<file path="config.mk">
export PLATFORM = sky130hd
export DESIGN_NAME = modbus_sensor_response_parser_flat
export DESIGN_NICKNAME = d
export VERILOG_FILES = /design/src/design/msrp_pkg.sv /design/src/design/msrp_intf.sv /design/src/design/modbus_sensor_response_parser.sv /design/src/design/msrp_front.sv /design/src/design/msrp_queue.sv /design/src/design/msrp_back.sv /design/src/flat_wrapper.sv
export VERILOG_INCLUDE_DIRS = /design/src /design/src/design
export SDC_FILE = /design/constraint.sdc
export NUM_CORES = 1
export LEC_CHECK = 0
export BUFFER_PORTS_ARGS = -buffer_cell sky130_fd_sc_hd__buf_4
export CAP_MARGIN = 20
export CELL_PAD_IN_SITES_DETAIL_PLACEMENT = 1
export CELL_PAD_IN_SITES_GLOBAL_PLACEMENT = 1
export CORE_ASPECT_RATIO = 0.7
export CORE_MARGIN = 3
export CORE_UTILIZATION = 40
export CTS_BUF_LIST = sky130_fd_sc_hd__clkbuf_4
export CTS_CLUSTER_DIAMETER = 100
export DETAILED_ROUTE_END_ITERATION = 6
export GPL_TIMING_DRIVEN = 0
export PLACE_DENSITY_LB_ADDON = 0.1
export SETUP_SLACK_MARGIN = 0.3
export SLEW_MARGIN = 30
export SYNTH_ARGS = -nofsm -noshare
export SYNTH_HDL_FRONTEND = slang
export SYNTH_HIERARCHICAL = 1
export SYNTH_SLANG_ARGS = --single-unit
</file>
<file path="constraint.sdc">
create_clock -name clk -period 16.3 [get_ports clk]
set_clock_uncertainty 0.2 [all_clocks]
set_input_delay 1.63 -clock clk [delete_from_list [all_inputs] [get_ports clk]]
set_output_delay 1.63 -clock clk [all_outputs]
set_load 0.1 [all_outputs]
</file>
<file path="src/design/modbus_sensor_response_parser_macros.svh">
// Assertion macros shared by the Modbus sensor reply parser modules.
// No dependencies; included by the files that carry assertions.
`ifndef MODBUS_SENSOR_RESPONSE_PARSER_MACROS_SVH
`define MODBUS_SENSOR_RESPONSE_PARSER_MACROS_SVH

// Same-cycle implication, disabled while reset is asserted
`define MSRP_ASSERT_IMP(label, clk, rst_n, ante, cons) \
    label: assert property (@(posedge clk) disable iff (!rst_n) (ante) |-> (cons)) \
        else $error("msrp assertion failed");

// Next-cycle implication, disabled while reset is asserted
`define MSRP_ASSERT_NXT(label, clk, rst_n, ante, cons) \
    label: assert property (@(posedge clk) disable iff (!rst_n) (ante) |=> (cons)) \
        else $error("msrp assertion failed");

`endif

</file>
<file path="src/design/msrp_pkg.sv">
// Types, codes and helper functions of the Modbus sensor reply parser.
// No dependencies; used by every other design file but the macro header.
package msrp_pkg;

    // Input opcodes
    localparam logic [1:0] OP_START = 2'd0;
    localparam logic [1:0] OP_BYTE  = 2'd1;
    localparam logic [1:0] OP_TICK  = 2'd2;

    // Result status codes
    localparam logic [2:0] ST_OK      = 3'd0;
    localparam logic [2:0] ST_TIMEOUT = 3'd1;
    localparam logic [2:0] ST_HEADER  = 3'd2;
    localparam logic [2:0] ST_CRC     = 3'd3;
    localparam logic [2:0] ST_RANGE   = 3'd4;

    // Configuration register indexes
    localparam int          CFG_IDX_W     = 2;
    localparam int          CFG_DATA_W    = 10;
    localparam logic [CFG_IDX_W-1:0] CFG_SLAVE_ADDR = 2'd0;
    localparam logic [CFG_IDX_W-1:0] CFG_TIMEOUT    = 2'd1;

    // Reset values of the configuration registers
    localparam logic [7:0] SLAVE_ADDR_RST = 8'd1;
    localparam logic [9:0] TIMEOUT_RST    = 10'd300;

    // Frame layout
    localparam logic [3:0] FRAME_LEN     = 4'd9;
    localparam logic [3:0] CRC_BYTES     = 4'd7;
    localparam logic [7:0] FUNC_READ_HR  = 8'h03;
    localparam logic [7:0] BYTE_COUNT_EXP = 8'h04;

    // CRC-16, reflected form
    localparam logic [15:0] CRC_POLY = 16'hA001;
    localparam logic [15:0] CRC_INIT = 16'hFFFF;

    // Plausible sensor range, tenths
    localparam logic        [15:0] HUM_MAX  = 16'd1000;
    localparam logic signed [15:0] TEMP_MIN = -16'sd400;
    localparam logic signed [15:0] TEMP_MAX = 16'sd850;

    // Classified command handed from front to back
    typedef enum logic [1:0] {
        KIND_START,
        KIND_BYTE,
        KIND_TICK
    } kind_t;

    typedef struct packed {
        kind_t      kind;
        logic [7:0] data;
    } cmd_t;

    // One byte of the CRC, eight shift steps unrolled
    function automatic logic [15:0] crc16_byte(input logic [15:0] crc_in,
                                               input logic [7:0]  b);
        logic [15:0] c;
        c = crc_in ^ {8'h00, b};
        for (int k = 0; k < 8; k++) begin
            c = c[0] ? ((c >> 1) ^ CRC_POLY) : (c >> 1);
        end
        return c;
    endfunction

endpackage

</file>
<file path="src/design/msrp_intf.sv">
// Channel interfaces of the Modbus sensor reply parser: input, result, config.
// Depends on msrp_pkg.
interface msrp_in_if;
    logic       valid;
    logic       ready;
    logic [1:0] opcode;
    logic [7:0] rx_byte;

    modport source (output valid, output opcode, output rx_byte, input ready);
    modport sink   (input valid, input opcode, input rx_byte, output ready);
endinterface

interface msrp_out_if;
    logic               valid;
    logic               ready;
    logic [2:0]         status;
    logic [15:0]        humidity_tenths;
    logic signed [15:0] temperature_tenths;
    logic [3:0]         bytes_received;

    modport source (output valid, output status, output humidity_tenths,
                    output temperature_tenths, output bytes_received, input ready);
    modport sink   (input valid, input status, input humidity_tenths,
                    input temperature_tenths, input bytes_received, output ready);
endinterface

interface msrp_cfg_if;
    logic                               valid;
    logic                               ready;
    logic [msrp_pkg::CFG_IDX_W-1:0]     index;
    logic [msrp_pkg::CFG_DATA_W-1:0]    data;

    modport source (output valid, output index, output data, input ready);
    modport sink   (input valid, input index, input data, output ready);
endinterface

</file>
<file path="src/design/modbus_sensor_response_parser.sv">
// Modbus RTU soil sensor reply parser. Takes one beat per clock on req: a
// frame start, a received byte or a millisecond tick. The nine reply bytes are
// checked for address, function 3 and byte count 4, the CRC-16 over the first
// seven is compared with the last two, and humidity and signed temperature
// (tenths) are returned on rsp with a status: timeout, bad header, CRC error,
// out of range or ok, in that priority. A reply is closed by its ninth byte or
// by the tick that reaches timeout_ms. Throughput is one beat per cycle while the
// queue has room and the result register is free or read, set by the byte update of
// the frame engine (CRC step unrolled); a beat is held in the command queue before
// the engine takes it, and its result is registered before rsp. Config writes are
// taken at any time and must come only while no reply is in flight.
// Depends on msrp_pkg, the channel interfaces and the msrp_* submodules.
module modbus_sensor_response_parser #(
    parameter int QUEUE_DEPTH = 2
) (
    input  logic        clk,
    input  logic        rst_n,
    msrp_in_if.sink     req,
    msrp_cfg_if.sink    cfg,
    msrp_out_if.source  rsp
);
    import msrp_pkg::*;

    logic q_full;
    logic q_push;
    cmd_t push_cmd;
    logic q_pop;
    logic q_valid;
    cmd_t q_cmd;

    // Decode and admission
    msrp_front u_front (
        .req    (req),
        .q_full (q_full),
        .q_push (q_push),
        .q_cmd  (push_cmd)
    );

    // Decoupling queue
    msrp_queue #(
        .DEPTH (QUEUE_DEPTH)
    ) u_queue (
        .clk      (clk),
        .rst_n    (rst_n),
        .push     (q_push),
        .push_cmd (push_cmd),
        .full     (q_full),
        .pop      (q_pop),
        .q_valid  (q_valid),
        .q_cmd    (q_cmd)
    );

    // Frame engine and result register
    msrp_back u_back (
        .clk     (clk),
        .rst_n   (rst_n),
        .q_valid (q_valid),
        .q_cmd   (q_cmd),
        .q_pop   (q_pop),
        .cfg     (cfg),
        .rsp     (rsp)
    );

endmodule

</file>
<file path="src/design/msrp_front.sv">
// Front end: accepts input beats, decodes the opcode and pushes commands.
// Depends on msrp_pkg and msrp_in_if.
module msrp_front (
    msrp_in_if.sink         req,
    input  logic            q_full,
    output logic            q_push,
    output msrp_pkg::cmd_t  q_cmd
);
    import msrp_pkg::*;

    logic keep;

    // Opcode decode; the unused opcode is accepted and dropped
    always_comb
    begin
        keep          = 1'b1;
        q_cmd.kind    = KIND_BYTE;
        q_cmd.data    = req.rx_byte;
        unique case (req.opcode)
            OP_START: q_cmd.kind = KIND_START;
            OP_BYTE:  q_cmd.kind = KIND_BYTE;
            OP_TICK:  q_cmd.kind = KIND_TICK;
            default:  keep = 1'b0;
        endcase
    end

    assign req.ready = !q_full;
    assign q_push    = req.valid && !q_full && keep;

endmodule

</file>
<file path="src/design/msrp_queue.sv">
// Small command FIFO between the front end and the frame engine.
// Depends on msrp_pkg and the assertion macro header.
`include "modbus_sensor_response_parser_macros.svh"

module msrp_queue #(
    parameter int DEPTH = 2
) (
    input  logic            clk,
    input  logic            rst_n,
    input  logic            push,
    input  msrp_pkg::cmd_t  push_cmd,
    output logic            full,
    input  logic            pop,
    output logic            q_valid,
    output msrp_pkg::cmd_t  q_cmd
);
    import msrp_pkg::*;

    localparam int PTR_W = (DEPTH > 1) ? $clog2(DEPTH) : 1;
    localparam int CNT_W = $clog2(DEPTH + 1);

    cmd_t             mem_reg [DEPTH];
    logic [PTR_W-1:0] wr_ptr_reg;
    logic [PTR_W-1:0] rd_ptr_reg;
    logic [CNT_W-1:0] count_reg;
    logic             do_pop;

    assign full    = (count_reg == CNT_W'(DEPTH));
    assign q_valid = (count_reg != '0);
    assign q_cmd   = mem_reg[rd_ptr_reg];
    assign do_pop  = pop && q_valid;

    // Storage
    always_ff @(posedge clk)
    begin
        if (push)
        begin
            mem_reg[wr_ptr_reg] <= push_cmd;
        end
    end

    // Pointers and fill count
    always_ff @(posedge clk or negedge rst_n)
    begin
        if (!rst_n)
        begin
            wr_ptr_reg <= '0;
            rd_ptr_reg <= '0;
            count_reg  <= '0;
        end
        else
        begin
            if (push)
            begin
                wr_ptr_reg <= (wr_ptr_reg == PTR_W'(DEPTH - 1)) ? '0 : wr_ptr_reg + 1'b1;
            end
            if (do_pop)
            begin
                rd_ptr_reg <= (rd_ptr_reg == PTR_W'(DEPTH - 1)) ? '0 : rd_ptr_reg + 1'b1;
            end
            if (push && !do_pop)
            begin
                count_reg <= count_reg + 1'b1;
            end
            else if (do_pop && !push)
            begin
                count_reg <= count_reg - 1'b1;
            end
        end
    end

    `MSRP_ASSERT_IMP(a_cnt_bound, clk, rst_n, 1'b1, count_reg <= CNT_W'(DEPTH))
    `MSRP_ASSERT_IMP(a_no_overflow, clk, rst_n, push, !full)
    `MSRP_ASSERT_IMP(a_empty_ptrs, clk, rst_n, count_reg == '0, rd_ptr_reg == wr_ptr_reg)

endmodule

</file>
<file path="src/design/msrp_back.sv">
// Frame engine: config registers, reply state, CRC, checks and result register.
// Depends on msrp_pkg, msrp_out_if, msrp_cfg_if and the assertion macro header.
`include "modbus_sensor_response_parser_macros.svh"

module msrp_back (
    input  logic            clk,
    input  logic            rst_n,
    input  logic            q_valid,
    input  msrp_pkg::cmd_t  q_cmd,
    output logic            q_pop,
    msrp_cfg_if.sink        cfg,
    msrp_out_if.source      rsp
);
    import msrp_pkg::*;

    // Configuration
    logic [7:0]  slave_addr_reg;
    logic [9:0]  timeout_reg;

    // Reply state
    logic        active_reg,   active_next;
    logic [3:0]  count_reg,    count_next;
    logic [15:0] crc_reg,      crc_next;
    logic        hdr_ok_reg,   hdr_ok_next;
    logic [15:0] hum_reg,      hum_next;
    logic [15:0] temp_reg,     temp_next;
    logic [7:0]  crc_lo_reg,   crc_lo_next;
    logic [9:0]  elapsed_reg,  elapsed_next;

    // Result register
    logic               rsp_valid_reg;
    logic [2:0]         st_reg;
    logic [15:0]        hum_out_reg;
    logic signed [15:0] temp_out_reg;
    logic [3:0]         cnt_out_reg;

    logic               emit;
    logic [2:0]         res_st;
    logic [15:0]        res_hum;
    logic [15:0]        res_temp;
    logic [3:0]         res_cnt;
    logic [15:0]        crc_upd;
    logic               range_ok;

    // Configuration writes, always ready
    assign cfg.ready = 1'b1;

    always_ff @(posedge clk or negedge rst_n)
    begin
        if (!rst_n)
        begin
            slave_addr_reg <= SLAVE_ADDR_RST;
            timeout_reg    <= TIMEOUT_RST;
        end
        else if (cfg.valid)
        begin
            unique case (cfg.index)
                CFG_SLAVE_ADDR: slave_addr_reg <= cfg.data[7:0];
                CFG_TIMEOUT:    timeout_reg    <= cfg.data[9:0];
                default:        ;
            endcase
        end
    end

    // Take a command when the result register can absorb a beat
    assign q_pop    = q_valid && (!rsp_valid_reg || rsp.ready);
    assign crc_upd  = crc16_byte(crc_reg, q_cmd.data);
    assign range_ok = (hum_reg <= HUM_MAX) && ($signed(temp_reg) >= TEMP_MIN)
                      && ($signed(temp_reg) <= TEMP_MAX);

    // Command execution
    always_comb
    begin
        active_next  = active_reg;
        count_next   = count_reg;
        crc_next     = crc_reg;
        hdr_ok_next  = hdr_ok_reg;
        hum_next     = hum_reg;
        temp_next    = temp_reg;
        crc_lo_next  = crc_lo_reg;
        elapsed_next = elapsed_reg;
        emit         = 1'b0;
        res_st       = ST_OK;
        res_hum      = '0;
        res_temp     = '0;
        res_cnt      = count_reg;

        if (q_pop)
        begin
            unique case (q_cmd.kind)
                KIND_START:
                begin
                    active_next  = 1'b1;
                    count_next   = '0;
                    crc_next     = CRC_INIT;
                    hdr_ok_next  = 1'b1;
                    hum_next     = '0;
                    temp_next    = '0;
                    crc_lo_next  = '0;
                    elapsed_next = '0;
                end
                KIND_TICK:
                begin
                    if (active_reg)
                    begin
                        elapsed_next = elapsed_reg + 10'd1;
                        if (elapsed_next >= timeout_reg)
                        begin
                            emit        = 1'b1;
                            res_st      = ST_TIMEOUT;
                            active_next = 1'b0;
                        end
                    end
                end
                KIND_BYTE:
                begin
                    if (active_reg)
                    begin
                        unique case (count_reg)
                            4'd0: if (q_cmd.data != slave_addr_reg) hdr_ok_next = 1'b0;
                            4'd1: if (q_cmd.data != FUNC_READ_HR)   hdr_ok_next = 1'b0;
                            4'd2: if (q_cmd.data != BYTE_COUNT_EXP) hdr_ok_next = 1'b0;
                            4'd3: hum_next  = {q_cmd.data, 8'h00};
                            4'd4: hum_next  = {hum_reg[15:8], q_cmd.data};
                            4'd5: temp_next = {q_cmd.data, 8'h00};
                            4'd6: temp_next = {temp_reg[15:8], q_cmd.data};
                            4'd7: crc_lo_next = q_cmd.data;
                            default: ;
                        endcase
                        if (count_reg < CRC_BYTES)
                        begin
                            crc_next = crc_upd;
                        end
                        count_next = count_reg + 4'd1;

                        // Last byte closes the reply
                        if (count_next == FRAME_LEN)
                        begin
                            emit        = 1'b1;
                            active_next = 1'b0;
                            res_cnt     = FRAME_LEN;
                            priority if (!hdr_ok_reg)
                            begin
                                res_st = ST_HEADER;
                            end
                            else if (crc_reg != {q_cmd.data, crc_lo_reg})
                            begin
                                res_st = ST_CRC;
                            end
                            else
                            begin
                                res_st   = range_ok ? ST_OK : ST_RANGE;
                                res_hum  = hum_reg;
                                res_temp = temp_reg;
                            end
                        end
                    end
                end
                default: ;
            endcase
        end
    end

    // Reply state registers
    always_ff @(posedge clk or negedge rst_n)
    begin
        if (!rst_n)
        begin
            active_reg  <= 1'b0;
            count_reg   <= '0;
            crc_reg     <= CRC_INIT;
            hdr_ok_reg  <= 1'b1;
            hum_reg     <= '0;
            temp_reg    <= '0;
            crc_lo_reg  <= '0;
            elapsed_reg <= '0;
        end
        else
        begin
            active_reg  <= active_next;
            count_reg   <= count_next;
            crc_reg     <= crc_next;
            hdr_ok_reg  <= hdr_ok_next;
            hum_reg     <= hum_next;
            temp_reg    <= temp_next;
            crc_lo_reg  <= crc_lo_next;
            elapsed_reg <= elapsed_next;
        end
    end

    // Result valid
    always_ff @(posedge clk or negedge rst_n)
    begin
        if (!rst_n)
        begin
            rsp_valid_reg <= 1'b0;
        end
        else if (emit)
        begin
            rsp_valid_reg <= 1'b1;
        end
        else if (rsp.ready)
        begin
            rsp_valid_reg <= 1'b0;
        end
    end

    // Result payload
    always_ff @(posedge clk)
    begin
        if (emit)
        begin
            st_reg       <= res_st;
            hum_out_reg  <= res_hum;
            temp_out_reg <= $signed(res_temp);
            cnt_out_reg  <= res_cnt;
        end
    end

    assign rsp.valid              = rsp_valid_reg;
    assign rsp.status             = st_reg;
    assign rsp.humidity_tenths    = hum_out_reg;
    assign rsp.temperature_tenths = temp_out_reg;
    assign rsp.bytes_received     = cnt_out_reg;

    `MSRP_ASSERT_IMP(a_emit_active, clk, rst_n, emit, active_reg && q_pop)
    `MSRP_ASSERT_IMP(a_count_bound, clk, rst_n, 1'b1, count_reg <= FRAME_LEN)
    `MSRP_ASSERT_NXT(a_full_frame, clk, rst_n, emit && res_st != ST_TIMEOUT,
        rsp_valid_reg && cnt_out_reg == FRAME_LEN && !active_reg)
    `MSRP_ASSERT_IMP(a_zero_fields, clk, rst_n,
        rsp_valid_reg && (st_reg == ST_TIMEOUT || st_reg == ST_HEADER || st_reg == ST_CRC),
        hum_out_reg == '0 && temp_out_reg == '0)

endmodule
</file>
<file path="src/flat_wrapper.sv">
// flat-port wrapper written by rule: the top's interface ports become plain ports
module modbus_sensor_response_parser_flat import msrp_pkg::*;
#(
    parameter int QUEUE_DEPTH = 2
)
  (clk, rst_n, req_valid, req_opcode, req_rx_byte, req_ready, cfg_valid, cfg_index, cfg_data, cfg_ready, rsp_valid, rsp_status, rsp_humidity_tenths, rsp_temperature_tenths, rsp_bytes_received, rsp_ready);
  msrp_in_if req_i ();
  msrp_cfg_if cfg_i ();
  msrp_out_if rsp_i ();
  input  logic clk;
  input  logic rst_n;
  input wire logic [$bits(req_i.valid)-1:0] req_valid;
  input wire logic [$bits(req_i.opcode)-1:0] req_opcode;
  input wire logic [$bits(req_i.rx_byte)-1:0] req_rx_byte;
  output wire logic [$bits(req_i.ready)-1:0] req_ready;
  input wire logic [$bits(cfg_i.valid)-1:0] cfg_valid;
  input wire logic [$bits(cfg_i.index)-1:0] cfg_index;
  input wire logic [$bits(cfg_i.data)-1:0] cfg_data;
  output wire logic [$bits(cfg_i.ready)-1:0] cfg_ready;
  output wire logic [$bits(rsp_i.valid)-1:0] rsp_valid;
  output wire logic [$bits(rsp_i.status)-1:0] rsp_status;
  output wire logic [$bits(rsp_i.humidity_tenths)-1:0] rsp_humidity_tenths;
  output wire logic [$bits(rsp_i.temperature_tenths)-1:0] rsp_temperature_tenths;
  output wire logic [$bits(rsp_i.bytes_received)-1:0] rsp_bytes_received;
  input wire logic [$bits(rsp_i.ready)-1:0] rsp_ready;
  assign req_i.valid = req_valid;
  assign req_i.opcode = req_opcode;
  assign req_i.rx_byte = req_rx_byte;
  assign req_ready = req_i.ready;
  assign cfg_i.valid = cfg_valid;
  assign cfg_i.index = cfg_index;
  assign cfg_i.data = cfg_data;
  assign cfg_ready = cfg_i.ready;
  assign rsp_valid = rsp_i.valid;
  assign rsp_status = rsp_i.status;
  assign rsp_humidity_tenths = rsp_i.humidity_tenths;
  assign rsp_temperature_tenths = rsp_i.temperature_tenths;
  assign rsp_bytes_received = rsp_i.bytes_received;
  assign rsp_i.ready = rsp_ready;
  modbus_sensor_response_parser #(.QUEUE_DEPTH(QUEUE_DEPTH)) u_core (.clk(clk), .rst_n(rst_n), .req(req_i), .cfg(cfg_i), .rsp(rsp_i));
endmodule
</file>
Word-level counts from Yosys, hierarchy flattened:

Memory sizes are Yosys's and may differ from the RTL's.
Cells that the tools add are included.

* output and inout bits: 42
* input bits: 27
* memories kept: 1
* bits in writable memories: 20
* register bits: 134
* word-level logic and storage cells: 178

* reductions and logical operators: 37
* mux-type cells: 63
* equality and inequality tests: 32
* $add $sub $neg: 6
* order comparisons: 5
* bitwise gates (word level): 14

Memory list
* u_core.u_queue.mem_reg: depth 2, bits a word 10, rd ports 1, clocked after memory_dff 0, write ports 1, RTL line msrp_queue.sv:22 `cmd_t mem_reg [DEPTH];`

Operators with widths (count)
* $mux 16: 12
* $pmux 16 s2: 5
* $not 2->3: 8
* $mux 1: 22
* $mux 4: 5
* $pmux 10 s2: 1
* $eq 4x3->1 const B: 4
* $ge 16x10->1 const B: 1
* $le 16x10->1 const B: 1
* $le 16x11->1 const B: 1
* $mux 8: 2
* $ne 16x16->1: 1
* $pmux 8 s2: 1
* $reduce_and 4->1: 4
* $xor 16x8->16: 1
* $mux 3: 5
* $add 10x1->10 const B: 1
* $ge 10x10->1: 1
* $mux 10: 1
* $ne 2x2->1 const B: 5
* $reduce_and 5->1: 2
* $reduce_bool 2->1: 5
* $ne 3x3->1 const B: 3
* $eq 4x2->1 const B: 2
* other kinds (33): 63

Longest topological paths before layout:

Gate-level depths: netlist of the first run.
An unclocked memory read counts as a cell.

* depth after elaboration: 21
* mapped depth: 11
* depth with buffers taken out: 9

Cells and area by module:

The synthesis of the first run kept the hierarchy.

Modules (own cells, without submodules)
* msrp_back: instances 1, sequential area each 3475.8 um2, cells each 542, area an instance 6267.3 um2
* msrp_queue: instances 1, sequential area each 700.7 um2, cells each 47, area an instance 928.4 um2
* msrp_front: instances 1, sequential area each 0.0 um2, cells each 13, area an instance 86.3 um2

Worst setup path before layout of the first run:

No wires, ideal clock.

* path type: in2reg
* from: in rsp_ready
* to: reg u_core.u_back.cnt_out_reg[0], in the netlist u_core/u_back/rsp.bytes_received[0] (enable)
* path buffers: 0
* library setup time: 489 ps
* arrival time: 5209 ps
* setup slack: 10402 ps
* data required time: 15611 ps
* stages: 5
* cell sequence: nand2b_1 -> nand2_1 -> nor2_1 -> nand2_1 -> o21ai_0

* cells in the longest elaborated chain, start to end: 3

RTL lines
* from (decl): RTL line flat_wrapper.sv:25 `input wire logic [$bits(rsp_i.ready)-1:0] rsp_ready;`
* $logic_or 1x1->1: RTL line msrp_back.sv:66 `assign q_pop = q_valid && (!rsp_valid_reg || rsp.ready);`
* $logic_and 1x1->1: RTL line msrp_back.sv:66
* $mux 1: RTL line msrp_back.sv:88 `if (q_pop)`
* named net u_core.u_back.emit: RTL line msrp_back.sv:37 `logic emit;`
* to (signal assigned): RTL line msrp_back.sv:216 `cnt_out_reg <= res_cnt;`
* to (decl): RTL line msrp_back.sv:35 `logic [3:0] cnt_out_reg;`

The timed path passes the listed nets, and every way through them passes these cells.
A chain may end at the register's enable or synchronous reset.

Worst setup path in the final report of the first run:

* from: reg u_core.u_back.elapsed_reg[0]
* to: reg u_core.u_back.hum_out_reg[3], in the netlist u_core/u_back/rsp.humidity_tenths[3] (enable)

* cells in the longest elaborated chain, start to end: 6

RTL lines
* from (decl): RTL line msrp_back.sv:28 `logic [9:0] elapsed_reg, elapsed_next;`
* from (signal assigned): RTL line msrp_back.sv:187 `elapsed_reg <= elapsed_next;`
* $add 10x1->10: RTL line msrp_back.sv:106 `elapsed_next = elapsed_reg + 10'd1;`
* $ge 10x10->1: RTL line msrp_back.sv:107 `if (elapsed_next >= timeout_reg)`
* $mux 1: RTL line msrp_back.sv:107
* $mux 1: RTL line msrp_back.sv:104 `if (active_reg)`
* $pmux 1 s2: RTL line msrp_back.sv:90 `unique case (q_cmd.kind)`
* $mux 1: RTL line msrp_back.sv:88
* named net u_core.u_back.emit: RTL line msrp_back.sv:37
* to (signal assigned): RTL line msrp_back.sv:214 `hum_out_reg <= res_hum;`
* to (decl): RTL line msrp_back.sv:33 `logic [15:0] hum_out_reg;`

The timed path passes the listed nets, and every way through them passes these cells.

==> run metrics, run 1 <==
DRC viols 0; clk root buf clkbuf_4; largest family of logic cells by synthesized area simple AND/OR/NAND/NOR gates; vias around 4.8k; design area about 8400 um2; Final TNS setup 0 ns; Filler Cells Inserted roughly 1.9k; post-synthesis xor/xnor area fraction 0.0782; RSZ-0062 raised after global routing false; Compound-Gate Fraction of Synth Area 0.104; critical path arrival slightly below 4 ns; CTS tree yes; I/O Pins 69; layout cells sized above 1 0.259; max FFs per register 20; multiplexer share of the synthesized area 0.0447; clk_lat worst skew 0.58 ns; Reg clk slew, reported paths about 0.15 ns; Net Switching 0.000622 W; CP Max Fanout 23; post-synthesis sequential area ratio 0.574; syn_area_per_cell approximately 12 um2; Post-CTS Setup Inserts 0; routability cong. 0.782; total CTS buffers 17; Final ANT Viol Nets 0; Async SR Flop Fraction 0.617; starting density of the core 0.416; cell area after synthesis approximately 7300 um2; Post-Synth Simple-Gate Area 0.124; minimum hold slack between 0.3 and 0.4 ns; crit start category flip-flop; Final Hold Violating Endpoints 0; #FFs+latches synth around 150; Flop pwr share 0.382; Sw Share 0.414; fin nets ~730; Die Width 167 um; post-synthesis cell count 602; Resized cells post-CTS 0; final setup fails 0; CP delay by family, top compound AO/OA/AOI/OAI gates; Post-CTS Hold Buffers 0; DP HPWL between 10000 and 15000 um; type of the worst min-delay path flip-flop to flip-flop; Synth cell types 62; pin count of the biggest net entering global routing 96; Post-DP Area 8060 um2; Yosys warning count 6; Die ar. between 15000 and 20000 um2; commonest non-fill, non-tap cell in the layout dfrtp_1; vias per cell around 5.2; fin crit period roughly 3.8 ns; max incr delay on CP between 0.7 and 0.8 ns; Routed wire per std cell 19.1 um; slew margin rel. 0.351; power density over the cells between 150 and 200 nW/um2; Mapped Nets ~650; pins over their slew limit 0; CP required 16.44 ns; global route overflow 0; fmax between 200 and 300 MHz; logic gate share of total power 0.456; Worst Tran Pin Value approximately 0.96 ns; Yosys top cell by area dfrtp_1; critical path type flip-flop to flip-flop; routed wire length between 15000 and 20000 um; H-tree depth 4; Clk pwr share 0.163; CTS sink cnt 154; vias in the first global route a little over 5k; Worst Setup End Kind flip-flop; Primary FF master, synth dfrtp_1; Bufs on Longest Clock Path 2; Internal Power 0.000879 W; initial antenna violation count 0; synth top area cells dfrtp_1 (25%), edfxtp_1 (24%), dfstp_2 (7.9%), mux2_2 (4.3%), xnor2_1 (4.3%); Synth top area share 0.251; Die Ht between 100 and 150 um; n_diodes 0; Placement Rows 40; Crit-path slowest cell a221oi_1; Worst VDD drop roughly 0.00010 V; Lkg Pwr approximately 3.4 nW; Bufs and invs on worst path 1; Synth Area in Adders 0.0344; DR pass1 iterations 5; P&R area growth vs syn 14.7%; initial DRC count about 330; run status complete, no violations; global-route wire length before repair roughly 29000 um; max cap viols 0; number of flops mapped to enable cells by yosys between 50 and 60; commonest cells after routing, fill and taps aside dfrtp_1 (73), buf_4 (69), nand2_1 (63), edfxtp_1 (59), o21ai_0 (40); period utilisation layout 0.231; core area 17500 um2; Cell Chain, Critical Path ha_1 -> nand3_1 -> nor2_1 -> nand3_1 -> xnor2_1 -> ha_1 -> and4_1 -> a221oi_1 -> o21ai_4 -> buf_16; port bufs between 50 and 60; GRT Overall Usage 0.185
synth_stat cells (2+ instances only):
library cell  number
and2b_2            2
xor2_1            17
ha_1              20
edfxtp_1          59
clkbuf_8           2
nand2b_1           4
a22o_1             8
inv_1             26
a311oi_1           2
nand4_1            8
nor2b_1            2
or3_1              2
a21oi_1            7
nand3_1           21
buf_4             11
xnor2_1           36
xnor2_2            5
buf_2              6
a21o_1             6
clkbuf_1          11
o31ai_1            9
or4_1              2
mux2_2            28
o21ai_0           41
nor2_1            12
nor3_1             4
dfstp_2           22
a2bb2oi_1          7
dfrtp_1           73
nand2_1           63
and2_1            37
nor4_1             4
a32o_1             8
o22a_1             7
and3_1             3
layout make-up:
type / count / area [um2] / share of cell area
clock buffer: 17 / 128 / 0.0153
tap: 231 / 289 / 0.0346
inverter: 27 / 101 / 0.0121
buffer: 31 / 193 / 0.0231
sequential: 154 / 4180 / 0.500
clock inverter: 15 / 161 / 0.0193
multi-input combinational: 390 / 2830 / 0.338
timing repair buffer: 60 / 477 / 0.0571
final timing paths:
kind | slack, ns | end | cells past startpoint | from
min in group asynchronous | 0.91 | u_core/u_back/elapsed_reg[6] | 1 | rst_n
max in group asynchronous | 14.43 | u_core/u_back/crc_lo_reg[4] | 1 | rst_n
worst max-delay path | 12.53 | u_core/u_back/rsp.humidity_tenths[3] | 10 | u_core/u_back/elapsed_reg[0]
worst max register to register | 12.53 | u_core/u_back/rsp.humidity_tenths[3] | 10 | u_core/u_back/elapsed_reg[0]
worst min-delay path | 0.32 | u_core/u_back/hum_reg[13] | 2 | u_core/u_back/hum_reg[13]
worst min register to register | 0.32 | u_core/u_back/hum_reg[13] | 2 | u_core/u_back/hum_reg[13]
tightest hold or removal path, cell delays in order (launching register included):
cell	delay (ns)
dfrtp_1	0.38
nand2_1	0.06
o31ai_1	0.06
kinds of logic (layout without fill, tap and decap cells):
group / count (synthesis) / after routing
DFF: 154 / 154
AOI/OAI and AO/OA: 108 / 108
other: 1 / 1
and+or+nand+nor: 173 / 173
xor gates and xnor gates: 59 / 59
adders and majority gates: 20 / 20
buffers and inverters: 58 / 150
muxes: 29 / 29
per-stage QoR:
stage	std cells	util	setup WS [ns]	total power, W
floorplan	602	-	10.40	0.00108
global placement	892	0.458	9.11	0.00124
detailed placement	893	0.460	12.04	0.00126
CTS	925	0.476	12.49	0.00152
global route	925	0.477	12.26	0.00161
finish	925	0.477	12.53	0.00150
per-layer routing:
metal | GRT usage | vias up | share of wire
li1 | - | 2286 | -
met5 | 0 | - | 0
met4 | 0.0434 | 0 | 0.0096
met1 | 0.285 | 2439 | 0.51
met2 | 0.258 | 104 | 0.42
met3 | 0.0508 | 11 | 0.064
power groups by stage:
| stage | clock, W | combinational, W | sequential [W] |
|---|---|---|---|
| final | 0.000244 | 0.000684 | 0.000573 |
| after global routing | 0.000272 | 0.000750 | 0.000587 |
| after CTS | 0.000256 | 0.000687 | 0.000573 |
| after detailed placement | 0 | 0.000684 | 0.000581 |
| after global placement | 0 | 0.000664 | 0.000576 |
| after floorplan | 0 | 0.000502 | 0.000579 |
No activity file was read; power rests on OpenSTA's default activity.
==> run 2, diff against run 1 <==
==> constraint.sdc (replaced) <==
create_clock -name clk -period 3.72 [get_ports clk]
set_clock_uncertainty 0.2 [all_clocks]
set_input_delay 0.372 -clock clk [delete_from_list [all_inputs] [get_ports clk]]
set_output_delay 0.372 -clock clk [all_outputs]
set_load 0.1 [all_outputs]
==> run 2 against run 1 <==
Net effect: sequential share of layout area shrank 1.8 points; combinational power grew to 4.5 times the previous value; wire length grew 2.9%; register-to-register slack lost 12 ns; worst setup slack lost 12 ns; final cell count grew 3.1%; die area is the same.
==> run metrics, run 2 (same netlist as run 1, synthesis figures left out) <==
Final WS setup 0.465 ns (was 12.53 ns); starting density of the core 0.416 (unchanged); Placement Rows 40 (unchanged); Die ar. 19900 um2 (unchanged); routed wire length 18100 um (was 17600 um); Final Power 0.00658 W (was 0.00150 W); clk root buf clkbuf_4 (unchanged); critical path type flip-flop to flip-flop (unchanged); DR pass1 iterations 4 (was 5); max FFs per register 20 (unchanged); fmax 307 MHz (was 265 MHz); commonest non-fill, non-tap cell in the layout buf_4 (was dfrtp_1); max cap viols 0 (unchanged); commonest cells after routing, fill and taps aside buf_4 (73), dfrtp_1 (72), nand2_1 (62), edfxtp_1 (59), o21ai_0 (40) (was dfrtp_1 (73), buf_4 (69), nand2_1 (63), edfxtp_1 (59), o21ai_0 (40)); Clk pwr share 0.150 (was 0.163); total CTS buffers 17 (unchanged); core area 17500 um2 (unchanged); type of the worst min-delay path input pin to flip-flop (was flip-flop to flip-flop); vias 4944 (was 4840); CTS tree yes (unchanged); initial antenna violation count 0 (unchanged); power density over the cells 759 nW/um2 (was 180 nW/um2); Reg clk slew, reported paths 0.14 ns (was 0.15 ns); pin count of the biggest net entering global routing 96 (unchanged); logic gate share of total power 0.469 (was 0.456); initial DRC count 345 (was 329); Worst Tran Pin Value 0.726 ns (was 0.965 ns); slew margin rel. 0.514 (was 0.351); critical path arrival 3.48 ns (was 3.91 ns); Critical path origin u_core/u_queue/rd_ptr_reg (was u_core/u_back/elapsed_reg[0]); R2R cell count 10 (unchanged); run status complete, no violations (unchanged); pre-CTS WS 0.0622 ns (was 12.04 ns); CP Max Fanout 10 (was 23); Net Switching 0.00277 W (was 0.000622 W); fin nets 757 (was 728); Routed wire per std cell 19.0 um (was 19.1 um); routability cong. 0.799 (was 0.782); CP required 3.94 ns (was 16.44 ns); DP HPWL 13100 um (was 12900 um); Die Width 167 um (unchanged); layout cells sized above 1 0.268 (was 0.259); source of the worst hold timing path cfg_index[1] (was u_core/u_back/hum_reg[13]); fin crit period 3.26 ns (was 3.77 ns); pins over their slew limit 0 (unchanged); fin cells 954 (was 925); clk_lat worst skew 0.56 ns (was 0.58 ns); H-tree depth 4 (unchanged); Final ANT Viol Nets 0 (unchanged); global-route wire length before repair 29400 um (was 28800 um); Flop pwr share 0.381 (was 0.382); vias in the first global route 5192 (was 5051); Worst VDD drop 0.000391 V (was 0.000102 V); I/O Pins 69 (unchanged); Die Ht 119 um (unchanged); crit start category flip-flop (unchanged); Cells after DPL 893 (unchanged); DRC viols 0 (unchanged); Bufs on Longest Clock Path 2 (unchanged); Final Hold Violating Endpoints 0 (unchanged); Sw Share 0.421 (was 0.414); Internal Power 0.00381 W (was 0.000879 W); final setup fails 0 (unchanged); GRT Overall Usage 0.189 (was 0.185); port bufs 59 (unchanged); n_diodes 0 (unchanged); period utilisation layout 0.875 (was 0.231); Lkg Pwr 3.54 nW (was 3.40 nW); worst hold stages 3 (was 2); vias per cell 5.18 (was 5.23); CTS sink cnt 154 (unchanged); global route overflow 0 (unchanged); Worst Setup End Kind flip-flop (unchanged); P&R area growth vs syn 19.1% (was 14.7%); RSZ-0062 raised after global routing false (unchanged); R2R Path Start u_core/u_queue/rd_ptr_reg (was u_core/u_back/elapsed_reg[0])
==> run 2: changes by cell type in the layout (fill, tap and decap cells not counted), moves of 2 or more <==
cell,previous run,this run
a21oi_1,7,5
dlygate4sd3_1,0,23
a21oi_2,0,2
nor2_2,0,2
clkinvlp_4,2,4
buf_4,69,73
nor2_1,12,10
==> run 2: through the flow <==
stage                     hold slack [ns]   util  cell area, um2  TNS [ns]
after floorplan                    -0.124      -            7290         0
after global placement              0.273  0.458            8020    -14.39
after detailed placement            0.281  0.460            8060         0
after CTS                          0.0299  0.492            8620         0
after global routing               0.0351  0.495            8670         0
final                              0.0782  0.495            8670         0
==> run 2: per-layer routing <==
layer	share of wire	routed length, um	vias to the layer above	global-route usage
met5	0	0	-	0
met4	0.0062	112	0	0.0307
met3	0.042	768	8	0.0438
met2	0.45	8120	90	0.288
met1	0.50	9150	2499	0.282
li1	-	-	2347	-
==> run 2: timing repair <==
action,CTS,global route
pin swaps,2,0
endpoints found under the setup margin,69,62
hold endpoints to repair,113,0
gates cloned,0,0
gates resized for setup,3,7
setup buffers,5,0
hold buffers,23,0
==> run 2: cell type report <==
| type | count | area (um2) |
|---|---|---|
| inverters | 27 | 101 |
| fillers | 1876 | 8850 |
| repair buffers | 89 | 782 |
| well taps | 231 | 289 |
| plain buffers | 31 | 193 |
| clock buffers | 17 | 128 |
| flip-flops and latches | 154 | 4180 |
| multi-input cells | 390 | 2860 |
| clock inverters | 15 | 139 |
==> run 2: worst paths after layout <==
kind	endpoint	slack, ns
setup / recovery	u_core/u_back/rsp.humidity_tenths[15]	0.46
min in group asynchronous	u_core/u_back/timeout_reg[4]	0.11
setup reg to reg	u_core/u_back/rsp.humidity_tenths[15]	0.46
hold reg to reg	u_core/u_queue/count_reg[1]	0.31
hold / removal	u_core/u_back/slave_addr_reg[1]	0.08
max in group asynchronous	u_core/u_back/hdr_ok_reg	2.56
==> run 2: worst max-delay path, cell delays in order (launching register included) <==
cell and delay (ns):
dfrtp_1 0.39, clkbuf_8 0.18, mux2_2 0.34, buf_2 0.22, xnor2_1 0.19, nand4_1 0.20
nor4_4 0.42, nand2_1 0.17, nor2_4 0.22, buf_1 0.36, and2_1 0.20
==> run 2: power by group through the flow <==
stage,clock network [W],registers [W],logic (W)
floorplan,0,0.00253,0.00220
global route,0.00111,0.00256,0.00337
global placement,0,0.00253,0.00290
detailed placement,0,0.00254,0.00301
CTS,0.00103,0.00251,0.00306
finish,0.000989,0.00251,0.00309
==> run 3, diff against run 2 <==
--- a/config.mk
+++ b/config.mk
@@ -13,7 +13,7 @@
 export CORE_ASPECT_RATIO = 0.7
 export CORE_MARGIN = 3
 export CORE_UTILIZATION = 40
-export CTS_BUF_LIST = sky130_fd_sc_hd__clkbuf_4
+export CTS_BUF_LIST = sky130_fd_sc_hd__clkbuf_2
 export CTS_CLUSTER_DIAMETER = 100
 export DETAILED_ROUTE_END_ITERATION = 6
 export GPL_TIMING_DRIVEN = 0
==> run 3 against run 2 <==
Net effect: maximum frequency increased by 1.1%; sequential cell count did not move; hold slack improved by 0.068 ns; non-clock buffer count rose by 5; sequential power barely moved; via count increased by 0.87%; final area increased by 0.13%; combinational power is essentially flat; die area unchanged; largest power group unchanged.
==> run metrics, run 3 (same netlist as run 1, synthesis figures left out) <==
Worst Tran Pin Value 0.661 ns (was 0.726 ns); type of the worst min-delay path input pin to flip-flop (unchanged); Die ar. 19900 um2 (unchanged); Worst VDD drop 0.000395 V (was 0.000391 V); Setup crit end u_core/u_back/rsp.humidity_tenths[3] (was u_core/u_back/rsp.humidity_tenths[15]); Worst Setup End Kind flip-flop (unchanged); Bufs and invs on worst path 3 (unchanged); global route overflow 0 (unchanged); routed wire length 18300 um (was 18100 um); total CTS buffers 17 (unchanged); Final ANT Viol Nets 0 (unchanged); fin nets 762 (was 757); CP delay by family, top simple AND/OR/NAND/NOR gates (unchanged); Die Width 167 um (unchanged); CTS tree yes (unchanged); clk_lat worst skew 0.75 ns (was 0.56 ns); max FFs per register 20 (unchanged); commonest cells after routing, fill and taps aside buf_4 (73), dfrtp_1 (72), nand2_1 (62), edfxtp_1 (59), o21ai_0 (40) (unchanged); pin count of the biggest net entering global routing 96 (unchanged); port bufs 59 (unchanged); CTS sink cnt 154 (unchanged); Placement Rows 40 (unchanged); DRC viols 0 (unchanged); Post-DP Area 8060 um2 (unchanged); max incr delay on CP 0.43 ns (was 0.42 ns); fmax 311 MHz (was 307 MHz); Cell Chain, Critical Path clkbuf_8 -> mux2_2 -> buf_2 -> xnor2_1 -> nand4_1 -> nor4_4 -> nand2_1 -> nor2_4 -> clkbuf_1 -> and2_1 (was clkbuf_8 -> mux2_2 -> buf_2 -> xnor2_1 -> nand4_1 -> nor4_4 -> nand2_1 -> nor2_4 -> buf_1 -> and2_1); RSZ-0062 raised after global routing false (unchanged); commonest non-fill, non-tap cell in the layout buf_4 (unchanged); area occupied by multi-input gates 2860 um2 (about the same); Reg clk slew, reported paths 0.25 ns (was 0.14 ns); core area 17500 um2 (unchanged); Register-to-Register Setup Slack 0.50 ns (was 0.46 ns); R2R Path Start u_core/u_queue/rd_ptr_reg (unchanged); Lkg Pwr 3.55 nW (was 3.54 nW); critical path type flip-flop to flip-flop (unchanged); H-tree depth 4 (unchanged); DR pass1 iterations 6 (was 4); Critical path origin u_core/u_queue/rd_ptr_reg (unchanged); slew margin rel. 0.556 (was 0.514); vias per cell 5.20 (was 5.18); global-route wire length before repair 29500 um (was 29400 um); CP Max Fanout 10 (unchanged); Crit-path slowest cell nor4_4 (unchanged); GRT Overall Usage 0.190 (was 0.189); Final Hold Violating Endpoints 0 (unchanged); design area 8680 um2 (was 8670 um2); initial DRC count 333 (was 345); final setup fails 0 (unchanged); clk root buf clkbuf_2 (was clkbuf_4); max cap viols 0 (unchanged); power density over the cells 751 nW/um2 (was 759 nW/um2); vias 4987 (was 4944); FF/Latch Area 4180 um2 (unchanged); I/O Pins 69 (unchanged); R2R cell count 10 (unchanged); Util after Layout 0.496 (was 0.495); starting density of the core 0.416 (unchanged); period utilisation layout 0.865 (was 0.875); CP required 4.12 ns (was 3.94 ns); Filler Cells Inserted 1884 (was 1876); P&R area growth vs syn 19.2% (was 19.1%); Bufs on Longest Clock Path 2 (unchanged); routability cong. 0.799 (unchanged); vias in the first global route 5232 (was 5192); Die Ht 119 um (unchanged); crit start category flip-flop (unchanged); Worst R2R End u_core/u_back/rsp.humidity_tenths[3] (was u_core/u_back/rsp.humidity_tenths[15]); Crit path depth 10 (unchanged); pins over their slew limit 0 (unchanged); Routed wire per std cell 19.0 um (about the same); DP HPWL 13100 um (unchanged); layout cells sized above 1 0.269 (was 0.268); critical path arrival 3.62 ns (was 3.48 ns); fin crit period 3.22 ns (was 3.26 ns); initial antenna violation count 0 (unchanged); run status complete, no violations (unchanged); n_diodes 0 (unchanged)
## run 3: cell types whose count changed in the layout (fill, tap and decap cells not counted)
cell | before | now
buf_1 | 1 | 0
clkbuf_2 | 0 | 18
clkbuf_4 | 17 | 0
dlygate4sd3_1 | 23 | 28
ha_1 | 20 | 19
ha_2 | 0 | 1
## run 3: report_power, final
part	total [W]	switching [W]	internal (W)
clock	0.000909	0.000657	0.000252
combinational	0.00310	0.00182	0.00128
sequential	0.00251	0.000311	0.00220
total	0.00652	0.00279	0.00373
## run 3: repair_timing
item / in CTS / in global routing
pin swaps: 2 / 0
hold buffers: 27 / 1
setup endpoints to repair: 69 / 50
setup buffers: 5 / 0
resized for setup: 4 / 8
endpoints found under the hold margin: 136 / 30
gates cloned: 0 / 0
## run 3: worst reg2reg max path: stages, from the launching register on
cell,delay [ns]
dfrtp_1,0.42
clkbuf_8,0.18
mux2_2,0.35
buf_2,0.22
xnor2_1,0.20
nand4_1,0.20
nor4_4,0.43
nand2_1,0.17
nor2_4,0.22
clkbuf_1,0.30
and2_1,0.18
## run 3: final cells by class
| type | instances | share of cell area |
|---|---|---|
| sequential | 154 | 0.481 |
| multi-input combinational | 390 | 0.330 |
| timing repair buffer | 94 | 0.0958 |
| tap | 231 | 0.0333 |
| buffer | 31 | 0.0223 |
| clock inverter | 15 | 0.0160 |
| inverter | 27 | 0.0117 |
| clock buffer | 17 | 0.00980 |
## run 3: worst min-delay path by stage
stage                              startpoint  depth (start not counted)                      endpoint
floorplan                               rst_n                          0      u_core/u_back/active_reg
global placement    u_core/u_queue/wr_ptr_reg                          1     u_core/u_queue/wr_ptr_reg
detailed placement  u_core/u_queue/wr_ptr_reg                          1     u_core/u_queue/wr_ptr_reg
CTS                                     rst_n                          2  u_core/u_back/elapsed_reg[8]
global route                   req_rx_byte[0]                          2  u_core/u_queue/mem_reg[0][0]
finish                         req_rx_byte[0]                          2  u_core/u_queue/mem_reg[1][0]
## run 3: per-layer routing
layer | GRT usage | share of wire
met1 | 0.283 | 0.51
met2 | 0.287 | 0.44
met3 | 0.0458 | 0.036
met4 | 0.0322 | 0.0045
met5 | 0 | 0
## run 3: per-stage QoR
step           hold WS [ns]  setup TNS (ns)  setup slack [ns]  instances  total power, W
3_3_place_gp          0.273          -14.39            -0.375        892         0.00544
2_1_floorplan        -0.124               0             0.313        602         0.00473
4_1_cts              0.0317               0             0.382        957         0.00652
3_5_place_dp          0.281               0            0.0622        893         0.00555
6_report              0.146               0             0.501        959         0.00652
5_1_grt              0.0537               0             0.305        959         0.00696
